<file path="config.mk">
export PLATFORM = sky130hd
export DESIGN_NAME = order_crossover
export DESIGN_NICKNAME = d
export VERILOG_FILES = /design/src/rtl/ox_pkg.sv /design/src/rtl/ox_front.sv /design/src/rtl/ox_queue.sv /design/src/rtl/ox_back.sv /design/src/rtl/order_crossover.sv
export SDC_FILE = /design/constraint.sdc
export NUM_CORES = 2
export LEC_CHECK = 0
export ABC_AREA = 1
export BUFFER_PORTS_ARGS = -buffer_cell sky130_fd_sc_hd__buf_2
export CAP_MARGIN = 10
export CORE_MARGIN = 2
export CORE_UTILIZATION = 33
export DETAILED_ROUTE_END_ITERATION = 6
export MAX_ROUTING_LAYER = met4
export PLACE_DENSITY = 0.5
export SKIP_CTS_REPAIR_TIMING = 1
export SYNTH_ARGS = -nofsm -noshare
export SYNTH_HDL_FRONTEND = slang
export SYNTH_SLANG_ARGS = --single-unit
</file>
<file path="constraint.sdc">
create_clock -name clk -period 4.3 [get_ports clk]
set_input_delay 0.86 -clock clk [delete_from_list [all_inputs] [get_ports clk]]
set_output_delay 0.86 -clock clk [all_outputs]
set_load 0.01 [all_outputs]
</file>
<file path="src/rtl/ox_pkg.sv">
// Shared types and constants for the order crossover block.
`default_nettype none

package ox_pkg;

  localparam int CITY_W     = 6;
  localparam int POS_W      = 6;
  localparam int COUNT_W    = 7;
  localparam int CITY_SPACE = 64;
  localparam int QDEPTH     = 2;
  localparam int QPTR_W     = 1;

  localparam logic [COUNT_W-1:0] COUNT_RESET = 7'd51;
  localparam logic [COUNT_W-1:0] COUNT_MIN   = 7'd2;

  localparam logic [1:0] CMD_LOAD_A = 2'd0;
  localparam logic [1:0] CMD_LOAD_B = 2'd1;
  localparam logic [1:0] CMD_RUN    = 2'd2;

  typedef struct packed {
    logic [1:0]        command;
    logic [POS_W-1:0]  position;
    logic [CITY_W-1:0] city;
    logic [POS_W-1:0]  cut_first;
    logic [POS_W-1:0]  cut_second;
    logic              swap_parents;
  } ox_in_t;

  typedef struct packed {
    logic [POS_W-1:0]  child_position;
    logic [CITY_W-1:0] child_city;
    logic              last;
  } ox_out_t;

  typedef enum logic [1:0] {
    KIND_LOAD_A,
    KIND_LOAD_B,
    KIND_RUN
  } ox_kind_t;

  typedef struct packed {
    ox_kind_t           kind;
    logic [POS_W-1:0]   position;
    logic [CITY_W-1:0]  city;
    logic [POS_W-1:0]   lo;
    logic [POS_W-1:0]   hi;
    logic [COUNT_W-1:0] n;
    logic               swap;
  } ox_job_t;

  typedef struct packed {
    logic full;
    logic empty;
  } ox_qstat_t;

  typedef enum logic [2:0] {
    ST_IDLE,
    ST_SEG,
    ST_FILL,
    ST_DRAIN,
    ST_EMIT_RD,
    ST_EMIT_WR
  } ox_state_t;

endpackage

`default_nettype wire

</file>
<file path="src/rtl/ox_front.sv">
// Front end: holds the city count, decodes commands and prepares jobs.
`default_nettype none

module ox_front #(
  parameter int MAX_CITIES = 64
) (
  input  wire                         clk,
  input  wire                         rst_n,
  input  wire                         in_valid,
  output logic                        in_stall,
  input  ox_pkg::ox_in_t              in_data,
  input  wire                         cfg_valid,
  output logic                        cfg_ready,
  input  wire [ox_pkg::COUNT_W-1:0]   cfg_data,
  input  ox_pkg::ox_qstat_t           qstat,
  output logic                        push,
  output ox_pkg::ox_job_t             job
);
  import ox_pkg::*;

  localparam logic [COUNT_W-1:0] N_MAX = COUNT_W'(MAX_CITIES);

  logic [COUNT_W-1:0] city_count_r;
  logic [COUNT_W-1:0] n_act;
  logic [COUNT_W-1:0] n_top;
  logic [POS_W-1:0]   cut_lo;
  logic [POS_W-1:0]   cut_hi;
  logic               pos_ok;
  logic               keep;

  assign cfg_ready = 1'b1;

  always_ff @(posedge clk) begin
    if (!rst_n) begin
      city_count_r <= COUNT_RESET;
    end else if (cfg_valid) begin
      city_count_r <= cfg_data;
    end
  end

  always_comb begin
    if (city_count_r < COUNT_MIN) begin
      n_act = COUNT_MIN;
    end else if (city_count_r > N_MAX) begin
      n_act = N_MAX;
    end else begin
      n_act = city_count_r;
    end
    n_top = n_act - COUNT_W'(1);
  end

  // sort the cuts, then saturate both to the last position
  always_comb begin
    if (in_data.cut_first < in_data.cut_second) begin
      cut_lo = in_data.cut_first;
      cut_hi = in_data.cut_second;
    end else begin
      cut_lo = in_data.cut_second;
      cut_hi = in_data.cut_first;
    end
    if ({1'b0, cut_lo} > n_top) cut_lo = n_top[POS_W-1:0];
    if ({1'b0, cut_hi} > n_top) cut_hi = n_top[POS_W-1:0];
  end

  assign pos_ok = {1'b0, in_data.position} < N_MAX;

  always_comb begin
    job.position = in_data.position;
    job.city     = in_data.city;
    job.lo       = cut_lo;
    job.hi       = cut_hi;
    job.n        = n_act;
    job.swap     = in_data.swap_parents;
    unique case (in_data.command)
      CMD_LOAD_A: begin
        job.kind = KIND_LOAD_A;
        keep     = pos_ok;
      end
      CMD_LOAD_B: begin
        job.kind = KIND_LOAD_B;
        keep     = pos_ok;
      end
      CMD_RUN: begin
        job.kind = KIND_RUN;
        keep     = 1'b1;
      end
      default: begin
        job.kind = KIND_RUN;
        keep     = 1'b0;
      end
    endcase
  end

  // unused commands and out-of-range loads are taken and dropped
  assign in_stall = qstat.full;
  assign push     = in_valid && !qstat.full && keep;

endmodule

`default_nettype wire

</file>
<file path="src/rtl/ox_queue.sv">
// Short job queue between the front end and the execution engine.
`default_nettype none

module ox_queue (
  input  wire                clk,
  input  wire                rst_n,
  input  wire                push,
  input  ox_pkg::ox_job_t    push_job,
  input  wire                pop,
  output ox_pkg::ox_job_t    head,
  output ox_pkg::ox_qstat_t  qstat
);
  import ox_pkg::*;

  ox_job_t           q_r [QDEPTH];
  logic [QPTR_W-1:0] wr_ptr_r;
  logic [QPTR_W-1:0] rd_ptr_r;
  logic [QPTR_W:0]   count_r;

  function automatic logic [QPTR_W-1:0] ptr_inc(input logic [QPTR_W-1:0] p);
    ptr_inc = (p == QPTR_W'(QDEPTH - 1)) ? '0 : p + QPTR_W'(1);
  endfunction

  always_ff @(posedge clk) begin
    if (!rst_n) begin
      wr_ptr_r <= '0;
      rd_ptr_r <= '0;
      count_r  <= '0;
    end else begin
      if (push) wr_ptr_r <= ptr_inc(wr_ptr_r);
      if (pop)  rd_ptr_r <= ptr_inc(rd_ptr_r);
      if (push && !pop) begin
        count_r <= count_r + (QPTR_W+1)'(1);
      end else if (pop && !push) begin
        count_r <= count_r - (QPTR_W+1)'(1);
      end
    end
  end

  always_ff @(posedge clk) begin
    if (push) q_r[wr_ptr_r] <= push_job;
  end

  assign head        = q_r[rd_ptr_r];
  assign qstat.full  = (count_r == (QPTR_W+1)'(QDEPTH));
  assign qstat.empty = (count_r == '0);

endmodule

`default_nettype wire

</file>
<file path="src/rtl/ox_back.sv">
// Execution engine: parent stores, segment copy, filler scan and child emission.
`default_nettype none

module ox_back #(
  parameter int MAX_CITIES = 64
) (
  input  wire                clk,
  input  wire                rst_n,
  input  ox_pkg::ox_qstat_t  qstat,
  input  ox_pkg::ox_job_t    head,
  output logic               pop,
  output logic               out_valid,
  input  wire                out_stall,
  output ox_pkg::ox_out_t    out_data
);
  import ox_pkg::*;

  localparam int AW = $clog2(MAX_CITIES);

  ox_state_t state_r;
  ox_state_t state_nxt;

  logic [CITY_W-1:0] pa_mem    [MAX_CITIES];
  logic [CITY_W-1:0] pb_mem    [MAX_CITIES];
  logic [CITY_W-1:0] child_mem [MAX_CITIES];
  logic [CITY_W-1:0] pa_rdata_r;
  logic [CITY_W-1:0] pb_rdata_r;
  logic [CITY_W-1:0] child_rdata_r;
  logic              child_hit_r;

  logic [MAX_CITIES-1:0] child_vld_r;
  logic [CITY_SPACE-1:0] used_r;

  logic [AW-1:0] j_r;
  logic [AW-1:0] hi_r;
  logic [AW-1:0] last_r;
  logic [AW-1:0] rp_r;
  logic [AW-1:0] wp_r;
  logic [AW-1:0] k_r;
  logic [AW-1:0] e_r;
  logic [AW-1:0] remain_r;
  logic          swap_r;

  logic          stg_vld_r;
  logic          stg_fill_r;
  logic [AW-1:0] stg_pos_r;

  logic    out_valid_r;
  ox_out_t out_data_r;

  // run setup from the queue head
  logic [AW-1:0] job_lo;
  logic [AW-1:0] job_hi;
  logic [AW-1:0] job_last;
  logic [AW-1:0] job_start;
  logic [AW-1:0] job_remain;

  logic          start_run;
  logic          load_a_we;
  logic          load_b_we;
  logic          rd_en;
  logic [AW-1:0] rd_addr;
  logic          emit_rd;
  logic          emit_ld;
  logic          can_load;

  logic [CITY_W-1:0] donor_data;
  logic [CITY_W-1:0] filler_data;
  logic [CITY_W-1:0] stg_data;
  logic              seg_wr;
  logic              fill_wr;
  logic              child_we;
  logic [AW-1:0]     child_waddr;

  function automatic logic [AW-1:0] wrap_inc(input logic [AW-1:0] p,
                                             input logic [AW-1:0] top);
    wrap_inc = (p == top) ? '0 : p + AW'(1);
  endfunction

  assign job_lo     = head.lo[AW-1:0];
  assign job_hi     = head.hi[AW-1:0];
  assign job_last   = AW'(head.n - COUNT_W'(1));
  assign job_start  = wrap_inc(job_hi, job_last);
  assign job_remain = job_last - (job_hi - job_lo);

  assign can_load = !out_valid_r || !out_stall;

  // next state
  always_comb begin
    state_nxt = state_r;
    unique case (state_r)
      ST_IDLE: begin
        if (!qstat.empty && head.kind == KIND_RUN) state_nxt = ST_SEG;
      end
      ST_SEG: begin
        if (j_r == hi_r) state_nxt = ST_FILL;
      end
      ST_FILL: begin
        if (k_r == last_r) state_nxt = ST_DRAIN;
      end
      ST_DRAIN: begin
        state_nxt = ST_EMIT_RD;
      end
      ST_EMIT_RD: begin
        state_nxt = ST_EMIT_WR;
      end
      ST_EMIT_WR: begin
        if (can_load) state_nxt = (e_r == last_r) ? ST_IDLE : ST_EMIT_RD;
      end
      default: begin
        state_nxt = ST_IDLE;
      end
    endcase
  end

  // state outputs
  always_comb begin
    pop     = 1'b0;
    rd_en   = 1'b0;
    rd_addr = rp_r;
    emit_rd = 1'b0;
    emit_ld = 1'b0;
    unique case (state_r)
      ST_IDLE: begin
        pop = !qstat.empty;
      end
      ST_SEG: begin
        rd_en   = 1'b1;
        rd_addr = j_r;
      end
      ST_FILL: begin
        rd_en = 1'b1;
      end
      ST_DRAIN: begin
      end
      ST_EMIT_RD: begin
        emit_rd = 1'b1;
      end
      ST_EMIT_WR: begin
        emit_ld = can_load;
      end
      default: begin
      end
    endcase
  end

  assign start_run = pop && head.kind == KIND_RUN;
  assign load_a_we = pop && head.kind == KIND_LOAD_A;
  assign load_b_we = pop && head.kind == KIND_LOAD_B;

  // one read per cycle; the read data and its stage valid are registered together
  assign donor_data  = swap_r ? pb_rdata_r : pa_rdata_r;
  assign filler_data = swap_r ? pa_rdata_r : pb_rdata_r;
  assign stg_data    = stg_fill_r ? filler_data : donor_data;
  assign seg_wr      = stg_vld_r && !stg_fill_r;
  assign fill_wr     = stg_vld_r && stg_fill_r && remain_r != '0 && !used_r[stg_data];
  assign child_we    = seg_wr || fill_wr;
  assign child_waddr = fill_wr ? wp_r : stg_pos_r;

  always_ff @(posedge clk) begin
    if (load_a_we) pa_mem[head.position[AW-1:0]] <= head.city;
    if (rd_en)     pa_rdata_r <= pa_mem[rd_addr];
  end

  always_ff @(posedge clk) begin
    if (load_b_we) pb_mem[head.position[AW-1:0]] <= head.city;
    if (rd_en)     pb_rdata_r <= pb_mem[rd_addr];
  end

  always_ff @(posedge clk) begin
    if (child_we) child_mem[child_waddr] <= stg_data;
    if (emit_rd)  child_rdata_r <= child_mem[e_r];
  end

  always_ff @(posedge clk) begin
    if (!rst_n) begin
      state_r     <= ST_IDLE;
      stg_vld_r   <= 1'b0;
      out_valid_r <= 1'b0;
      used_r      <= '0;
      child_vld_r <= '0;
    end else begin
      state_r   <= state_nxt;
      stg_vld_r <= rd_en;
      if (emit_ld) begin
        out_valid_r <= 1'b1;
      end else if (!out_stall) begin
        out_valid_r <= 1'b0;
      end
      if (start_run) begin
        used_r      <= '0;
        child_vld_r <= '0;
      end else if (child_we) begin
        used_r[stg_data]         <= 1'b1;
        child_vld_r[child_waddr] <= 1'b1;
      end
    end
  end

  always_ff @(posedge clk) begin
    stg_fill_r <= (state_r == ST_FILL);
    stg_pos_r  <= j_r;
    if (start_run) begin
      j_r      <= job_lo;
      hi_r     <= job_hi;
      last_r   <= job_last;
      rp_r     <= job_start;
      wp_r     <= job_start;
      k_r      <= '0;
      e_r      <= '0;
      remain_r <= job_remain;
      swap_r   <= head.swap;
    end else begin
      if (state_r == ST_SEG) j_r <= j_r + AW'(1);
      if (state_r == ST_FILL) begin
        rp_r <= wrap_inc(rp_r, last_r);
        k_r  <= k_r + AW'(1);
      end
      if (fill_wr) begin
        wp_r     <= wrap_inc(wp_r, last_r);
        remain_r <= remain_r - AW'(1);
      end
      if (emit_ld) e_r <= e_r + AW'(1);
    end
    if (emit_rd) child_hit_r <= child_vld_r[e_r];
    if (emit_ld) begin
      out_data_r.child_position <= POS_W'(e_r);
      out_data_r.child_city     <= child_hit_r ? child_rdata_r : '0;
      out_data_r.last           <= (e_r == last_r);
    end
  end

  assign out_valid = out_valid_r;
  assign out_data  = out_data_r;

  a_idle_no_stage: assert property (@(posedge clk) disable iff (!rst_n)
    (state_r == ST_IDLE) |-> !stg_vld_r)
    else $error("read stage busy while idle");

  a_seg_marks_used: assert property (@(posedge clk) disable iff (!rst_n)
    seg_wr |=> used_r[$past(stg_data)])
    else $error("segment city not marked used");

  a_no_write_on_emit: assert property (@(posedge clk) disable iff (!rst_n)
    (state_r == ST_EMIT_RD) |-> !child_we)
    else $error("child store written during emission");

  a_run_ends: assert property (@(posedge clk) disable iff (!rst_n)
    (emit_ld && e_r == last_r) |=> (state_r == ST_IDLE))
    else $error("run did not end after last position");

endmodule

`default_nettype wire

</file>
<file path="src/rtl/order_crossover.sv">
// Top level of the order crossover (OX1) block.
//
//   port group  dir   handshake             carries
//   in_*        in    in_valid / in_stall   ox_in_t: command, position, city, cuts, swap
//   out_*       out   out_valid / out_stall ox_out_t: child_position, child_city, last
//   cfg_*       in    cfg_valid / cfg_ready city_count (7 bits)
//
// A load waits in the queue and is written to the parent store when the idle engine pops it.
// A run leaves the queue, copies the segment lo..hi, then scans the filler over n positions
// (n is city_count saturated to 2..MAX_CITIES), then reads and emits each result in turn.
// Synchronous active-low reset; the used-city map and child valid bits clear at run start.
// A two-entry queue keeps taking items while the engine runs; in_stall rises when it is full.
// out_stall holds the output register and stalls only the emission.
`default_nettype none

module order_crossover #(
  parameter int MAX_CITIES = 64
) (
  input  wire                       clk,
  input  wire                       rst_n,
  input  wire                       in_valid,
  output logic                      in_stall,
  input  ox_pkg::ox_in_t            in_data,
  output logic                      out_valid,
  input  wire                       out_stall,
  output ox_pkg::ox_out_t           out_data,
  input  wire                       cfg_valid,
  output logic                      cfg_ready,
  input  wire [ox_pkg::COUNT_W-1:0] cfg_data
);
  import ox_pkg::*;

  ox_qstat_t qstat;
  ox_job_t   push_job;
  ox_job_t   head;
  logic      push;
  logic      pop;

  ox_front #(
    .MAX_CITIES(MAX_CITIES)
  ) u_front (
    .clk       (clk),
    .rst_n     (rst_n),
    .in_valid  (in_valid),
    .in_stall  (in_stall),
    .in_data   (in_data),
    .cfg_valid (cfg_valid),
    .cfg_ready (cfg_ready),
    .cfg_data  (cfg_data),
    .qstat     (qstat),
    .push      (push),
    .job       (push_job)
  );

  ox_queue u_queue (
    .clk      (clk),
    .rst_n    (rst_n),
    .push     (push),
    .push_job (push_job),
    .pop      (pop),
    .head     (head),
    .qstat    (qstat)
  );

  ox_back #(
    .MAX_CITIES(MAX_CITIES)
  ) u_back (
    .clk       (clk),
    .rst_n     (rst_n),
    .qstat     (qstat),
    .head      (head),
    .pop       (pop),
    .out_valid (out_valid),
    .out_stall (out_stall),
    .out_data  (out_data)
  );

endmodule

`default_nettype wire

</file>
* Word-level counts from Yosys, hierarchy flattened
Memory sizes are Yosys's and may differ from the RTL's. A register that Yosys moved wholly into a read port is not among the register bits.
Index checks and enable logic that the tools add are counted.
** Storage, ports and cells
- Bits in writable memories :: 1220
- Memories :: 4
- Logic and storage cells :: 172
- Input bits :: 39
- Register bits after elaboration :: 214
- Output and inout bits :: 16
** Cells by class
- Reduce and logical (&&, ||, !) cells :: 37
- Bitwise logic cells :: 3
- Muxes and demuxes :: 58
- Equal/unequal tests :: 21
- $lt $le $gt $ge :: 10
- Add/sub/neg operators :: 15
** Memories
- u_back.child_mem :: depth 64, width 6, rd ports 1, clocked after memory_dff 1, write ports 1, line ox_back.sv:25 : logic [CITY_W-1:0] child_mem [MAX_CITIES];
- u_back.pa_mem :: depth 64, width 6, rd ports 1, clocked after memory_dff 1, write ports 1, line ox_back.sv:23 : logic [CITY_W-1:0] pa_mem [MAX_CITIES];
- u_back.pb_mem :: depth 64, width 6, rd ports 1, clocked after memory_dff 1, write ports 1, line ox_back.sv:24 : logic [CITY_W-1:0] pb_mem [MAX_CITIES];
- u_queue.q_r :: depth 2, width 34, rd ports 1, clocked after memory_dff 1, write ports 1, line ox_queue.sv:15 : ox_job_t q_r [QDEPTH];
** Operators with widths (number)
- 64-bit OR :: 2
- 6-bit two-way mux :: 20
- 6-bit by 1-bit adder with 6-bit output, second input constant :: 6
- 6-bit equality test :: 6
- 1-bit two-way mux :: 23
- 6-bit by 7-bit < comparator with 1-bit output, second input constant :: 3
- 3-bit case mux with 6 select lines :: 1
- 3-bit two-way mux :: 5
- 6-bit by 7-bit greater-than comparator with 1-bit output :: 2
- 1-bit logical AND :: 14
- 7-bit two-way mux :: 2
- 1-bit binary-select mux with 6-bit select :: 2
- 1-bit demux with 6-bit select :: 2
- 6-bit by 1-bit greater-or-equal comparator with 1-bit output, second input constant :: 2
- 6-bit by 1-bit subtractor with 6-bit output, second input constant :: 2
- 6-bit subtractor :: 2
- 2-bit by 1-bit inequality test with 1-bit output, second input constant :: 5
- 1-bit logical NOT :: 8
- 2-bit nonzero test :: 4
- 7-bit greater-than comparator, second input constant :: 1
- 7-bit by 2-bit < comparator with 1-bit output, second input constant :: 1
- 7-bit by 1-bit subtractor with 7-bit output, second input constant :: 1
- 2-bit equality test, second input constant :: 3
- 3-bit by 2-bit equality test with 1-bit output, second input constant :: 2
- other kinds (17) :: 25

* Logic depth before layout (Yosys ltp)
- Depth in word-level cells :: 12
- Mapped depth :: 23
- Mapped depth without buffers :: 21

* Cells and area by module
From an unflattened synthesis, not the netlist that was laid out.
** Second synthesis, totals
- Cell total of the unflattened synthesis :: 5160
- Area total of the unflattened synthesis :: 60598.1 um2
** Modules (own cells, without submodules)
- ox_back :: times used 1, cells each 4791, area each 56359.1 um2
- ox_queue :: times used 1, cells each 141, area each 2836.5 um2
- ox_front :: times used 1, cells each 228, area each 1402.6 um2

* Worst setup path after synthesis
OpenSTA, ideal clock, no wires.
- Path kind :: input to register
- Start point :: input in_data[2] (netlist name)
- End point :: memory u_queue.q_r[0][8] (netlist name) (data pin)
- Stages :: 20
- Arrival :: 3719 ps
- Buffers on the path :: 2
- Required time :: 4027 ps
- Setup slack :: 308 ps
- Path through :: inv_1 -> ha_1 -> a21boi_0 -> nor2_1 -> o221ai_1 -> clkbuf_1 -> clkbuf_1 -> o21ai_0 -> ha_1 -> nand2_1 -> nor2_1 -> a211oi_1 -> a31oi_1 -> nand2_1 -> nand2_1 -> inv_1 -> o22ai_1 -> nand4_1 -> nand2_1 -> o21ai_0
** RTL lines
- start, declared :: line order_crossover.sv:23 : input ox_pkg::ox_in_t in_data,
- end, declared :: line ox_queue.sv:15

* Final worst setup path
- Start point :: register u_back.swap_r
- End point :: memory u_back.child_mem[2][1], enable pin
** On the way
- Word-level cells in the longest chain between the ends :: 9
** RTL lines
- start, declared :: line ox_back.sv:42 : logic swap_r;
- start signal, assigned :: line ox_back.sv:212 : swap_r <= head.swap;
- 6-bit two-way mux (on tied branches) :: line ox_back.sv:152, ox_back.sv:153
- 6-bit two-way mux * :: line ox_back.sv:154 : assign stg_data = stg_fill_r ? filler_data : donor_data;
- 1-bit binary-select mux with 6-bit select * :: line ox_back.sv:156 : assign fill_wr = stg_vld_r && stg_fill_r && remain_r != '0 && !used_r[stg_data];
- 1-bit two-way mux (not written as such) * :: line ox_back.sv:156
- 1-bit logical NOT * :: line ox_back.sv:156
- 1-bit logical AND * :: line ox_back.sv:156
- 1-bit logical OR :: line ox_back.sv:157 : assign child_we = seg_wr || fill_wr;
- 1-bit two-way mux :: line ox_back.sv:171 : if (child_we) child_mem[child_waddr] <= stg_data;
- 1-bit two-way mux (not written as such) :: line ox_back.sv:171
- end, declared :: line ox_back.sv:25
Every way passes the cells marked *; elsewhere a longest branch is shown, timed or not. The select of a mux whose other input is x is not followed.

==> metrics <==
Synth top area share 64.6%; post-route minimum period 3910 ps; Tot GR Track Use 18.1%; Unique masters post-synth 53; RR Startpoint u_back.swap_r$_DFFE_PP_; Power Density 663 mW/mm^2; Avg Vias per Cell 5.19; number of global-route vias before repair 38900; chip height 430 um; Clock Power Share about 29%; Min-Delay Path Class in -> reg; synthesized cell area 0.0599 sq mm; Peak supply drop 0.537 mV; sequential area share after synthesis 70.0%; Sw Share 37.3%; area leader, netlist edfxtp_1; Max Slew Vio Count 0; final setup TNS 0 ps; most frequent cell after synthesis edfxtp_1; area of the multi-input gates 0.0156 sq mm; CP Cell Sequence inv_1 -> nand2_4 -> nand2_4 -> nand2_2 -> nand2_4 -> nand2_1 -> nand3_1 -> nand2_1 -> o21ai_1 -> nand3_2 -> nor2_4 -> nand2_4 -> nand2_1 -> nand3_2 -> nor2_4 -> nand2_1 -> inv_1; router iterations before antenna repair 6; die area roughly 0.18 sq mm; register area 0.0419 sq mm; clock sink total 1451; cells after synthesis 5142; hold_sp in_data[22]; drt wl/cell 21.6 um; Worst-path clk slew 60 ps; die extent in x about 430 um; status completed; NetSw 16.9 mW; clk root buf clkbuf_16; syn nets 5215; measured slew at the worst slew-check pin 1200 ps; ANT nets after route 0; first-pass GRT wire length 248000 um; grt ovf 0; Comb pwr share 32.3%; vias 39800; Layout area overhead 13.7%; crit path max fanout 45; period utilisation layout 90.8%; Fillers 17400; Power Total approximately 45 mW; layout cells sized above 1 8.81%; clk buf depth 3; Slew headroom roughly 20%; final instance count without filler cells approximately 7700; Final HPWL DP 100000 um; RSZ-0062 raised after global routing false; number of synthesized register bits 1451; ranking of synthesized cells by area edfxtp_1 (65%), o21ai_0 (5.7%), dfxtp_1 (5.5%), nor2_1 (5.2%), nand2_1 (3.2%); Crit. End Element flop; Leak roughly 23 nW; Cell Int Power between 20 and 30 mW; DRC Markers 0; DRT Wirelength 165000 um; async set-reset flop share out of synthesis 0%; Max H-tree Level 4; WS Path Type reg -> reg; top cells by count, synth edfxtp_1 (1287), nor2_1 (833), o21ai_0 (686), nand2_1 (504), inv_1 (317); Seq pwr share 39.0%; Required @ worst endpoint 4740 ps; antenna violations before repair 3; Ys Warns 0; critical path's slowest cell nor2_4; final setup vio count 0; dpl cells 7370; port bufs between 50 and 60; FMAX approximately 0.26 GHz; global placement routability congestion 0.828; max incr delay on CP approximately 470 ps; CTS buffer count ~160; largest net degree at the start of global routing 129; Startpoint Class flop; Rows 156; maximum capacitance violations 0; skew final 46.3 ps; Worst setup startpoint u_back.swap_r$_DFFE_PP_; CTS tree yes; Hold Violations, Final 0; dominant synthesized flop cell edfxtp_1; final core area utilization a little under two fifths; Critical Path AT 4340 ps; core footprint 0.181 sq mm; Syn Area/Cell ~12 sq um; nets 5230; worst-skew pair later-pin latency 800 ps; starting density of the core 33.2%; # IOs 55; count of flip-flops with a built-in enable after synthesis approximately 1300; initial detailed-routing violation count roughly 3600
==> power by group through the flow <==
stage / sequential [mW] / combinational, mW / clock (mW)
floorplan: 17.7 / 8.68 / 0
global placement: 17.9 / 14.7 / 0
detailed placement: 17.9 / 14.7 / 0
CTS: 17.6 / 14.8 / 13.2
global route: 17.6 / 16.0 / 13.8
finish: 17.6 / 14.6 / 13.0
==> per-stage QoR <==
| stage | setup slack, ps | area, sq um | hold WS, ps |
|---|---|---|---|
| after floorplan | 308 | 59900 | 370 |
| after global placement | 198 | 63200 | 393 |
| after detailed placement | 269 | 63200 | 401 |
| after CTS | 344 | 68100 | 185 |
| after global routing | 3.69 | 68100 | 228 |
| final | 394 | 68100 | 255 |
==> cells by family after synthesis <==
logic type,count (synthesis),share of synthesized area [%]
and+or+nand+nor,1631,11.2
DFF,1451,70.0
other,1,0.00626
AOI/OAI and AO/OA,1332,13.0
buffers and inverters,636,4.10
muxes,17,0.311
xor gates and xnor gates,40,0.585
adders and majority gates,34,0.773
==> routing by layer <==
layer | vias up | GRT usage (%) | routed length [um] | share of wire, %
met2 | 1049 | 29.2 | 80200 | 49
met4 | 0 | 5.73 | 4430 | 2.7
li1 | 18600 | - | - | -
met5 | - | - | 0 | 0
met3 | 265 | 2.38 | 7890 | 4.8
met1 | 19800 | 23.7 | 72600 | 44
==> layout by cell type, fill, tap and decap left out, types with 52 or more instances in the layout <==
cell type  synthesis  final
buf_4              3     95
edfxtp_1        1287   1287
buf_2             11     53
o221ai_1         136    136
o211ai_1         104    104
nand3_1          193    192
nor2_1           833    829
nand2_1          504    498
a21oi_1          171    171
dfxtp_1          164    160
clkbuf_1         286     52
o21ai_0          686    682
o22ai_1          165    165
clkbuf_16          0    157
inv_1            317    311
==> path summary, 6_finish.rpt <==
kind,slack [ps],depth (start not counted),endpoint
min reg2reg,420,0,u_back.stg_pos_r[5]$_DFF_P_
min,250,1,u_queue.q_r[0][29]$_DFFE_PP_
max,390,17,u_back.child_mem[2][1]$_DFFE_PP_
max reg2reg,390,17,u_back.child_mem[2][1]$_DFFE_PP_
==> final cells by class <==
class	count	share of cell area, %
clock inverters	68	1.06
flip-flops and latches	1451	61.6
repair buffers	171	2.11
multi-input cells	3055	22.9
inverters	323	1.81
diodes	2	0.00735
clock buffers	212	6.12
well taps	2370	4.36
==> sequential cells by signal (all words and copies together) (netlist names), 2 cells and up, named ones only <==
signal / flops
u_front.city_count_r: 7
u_back.hi_r: 6
u_back.pa_mem: 384
u_back.wp_r: 6
u_back.child_vld_r: 64
u_back.pa_rdata_r: 6
u_back.used_r: 64
u_back.remain_r: 6
u_back.state_r: 3
u_back.e_r: 6
u_queue.q_r: 66
u_back.k_r: 6
u_back.stg_pos_r: 6
u_back.last_r: 6
u_queue.count_r: 2
u_back.out_data: 13
u_back.child_mem: 384
u_back.pb_rdata_r: 6
u_back.j_r: 6
u_back.pb_mem: 384
u_back.rp_r: 6
u_back.child_rdata_r: 6
==> critical path: cells and delay by family, from the launching register on <==
family / cells / cell delay (ps)
AOI/OAI and AO/OA: 1 / 150
and+or+nand+nor: 14 / 2600
DFF: 1 / 420
buffers and inverters: 2 / 380
Note: power is estimated with default switching activity, not from simulation.
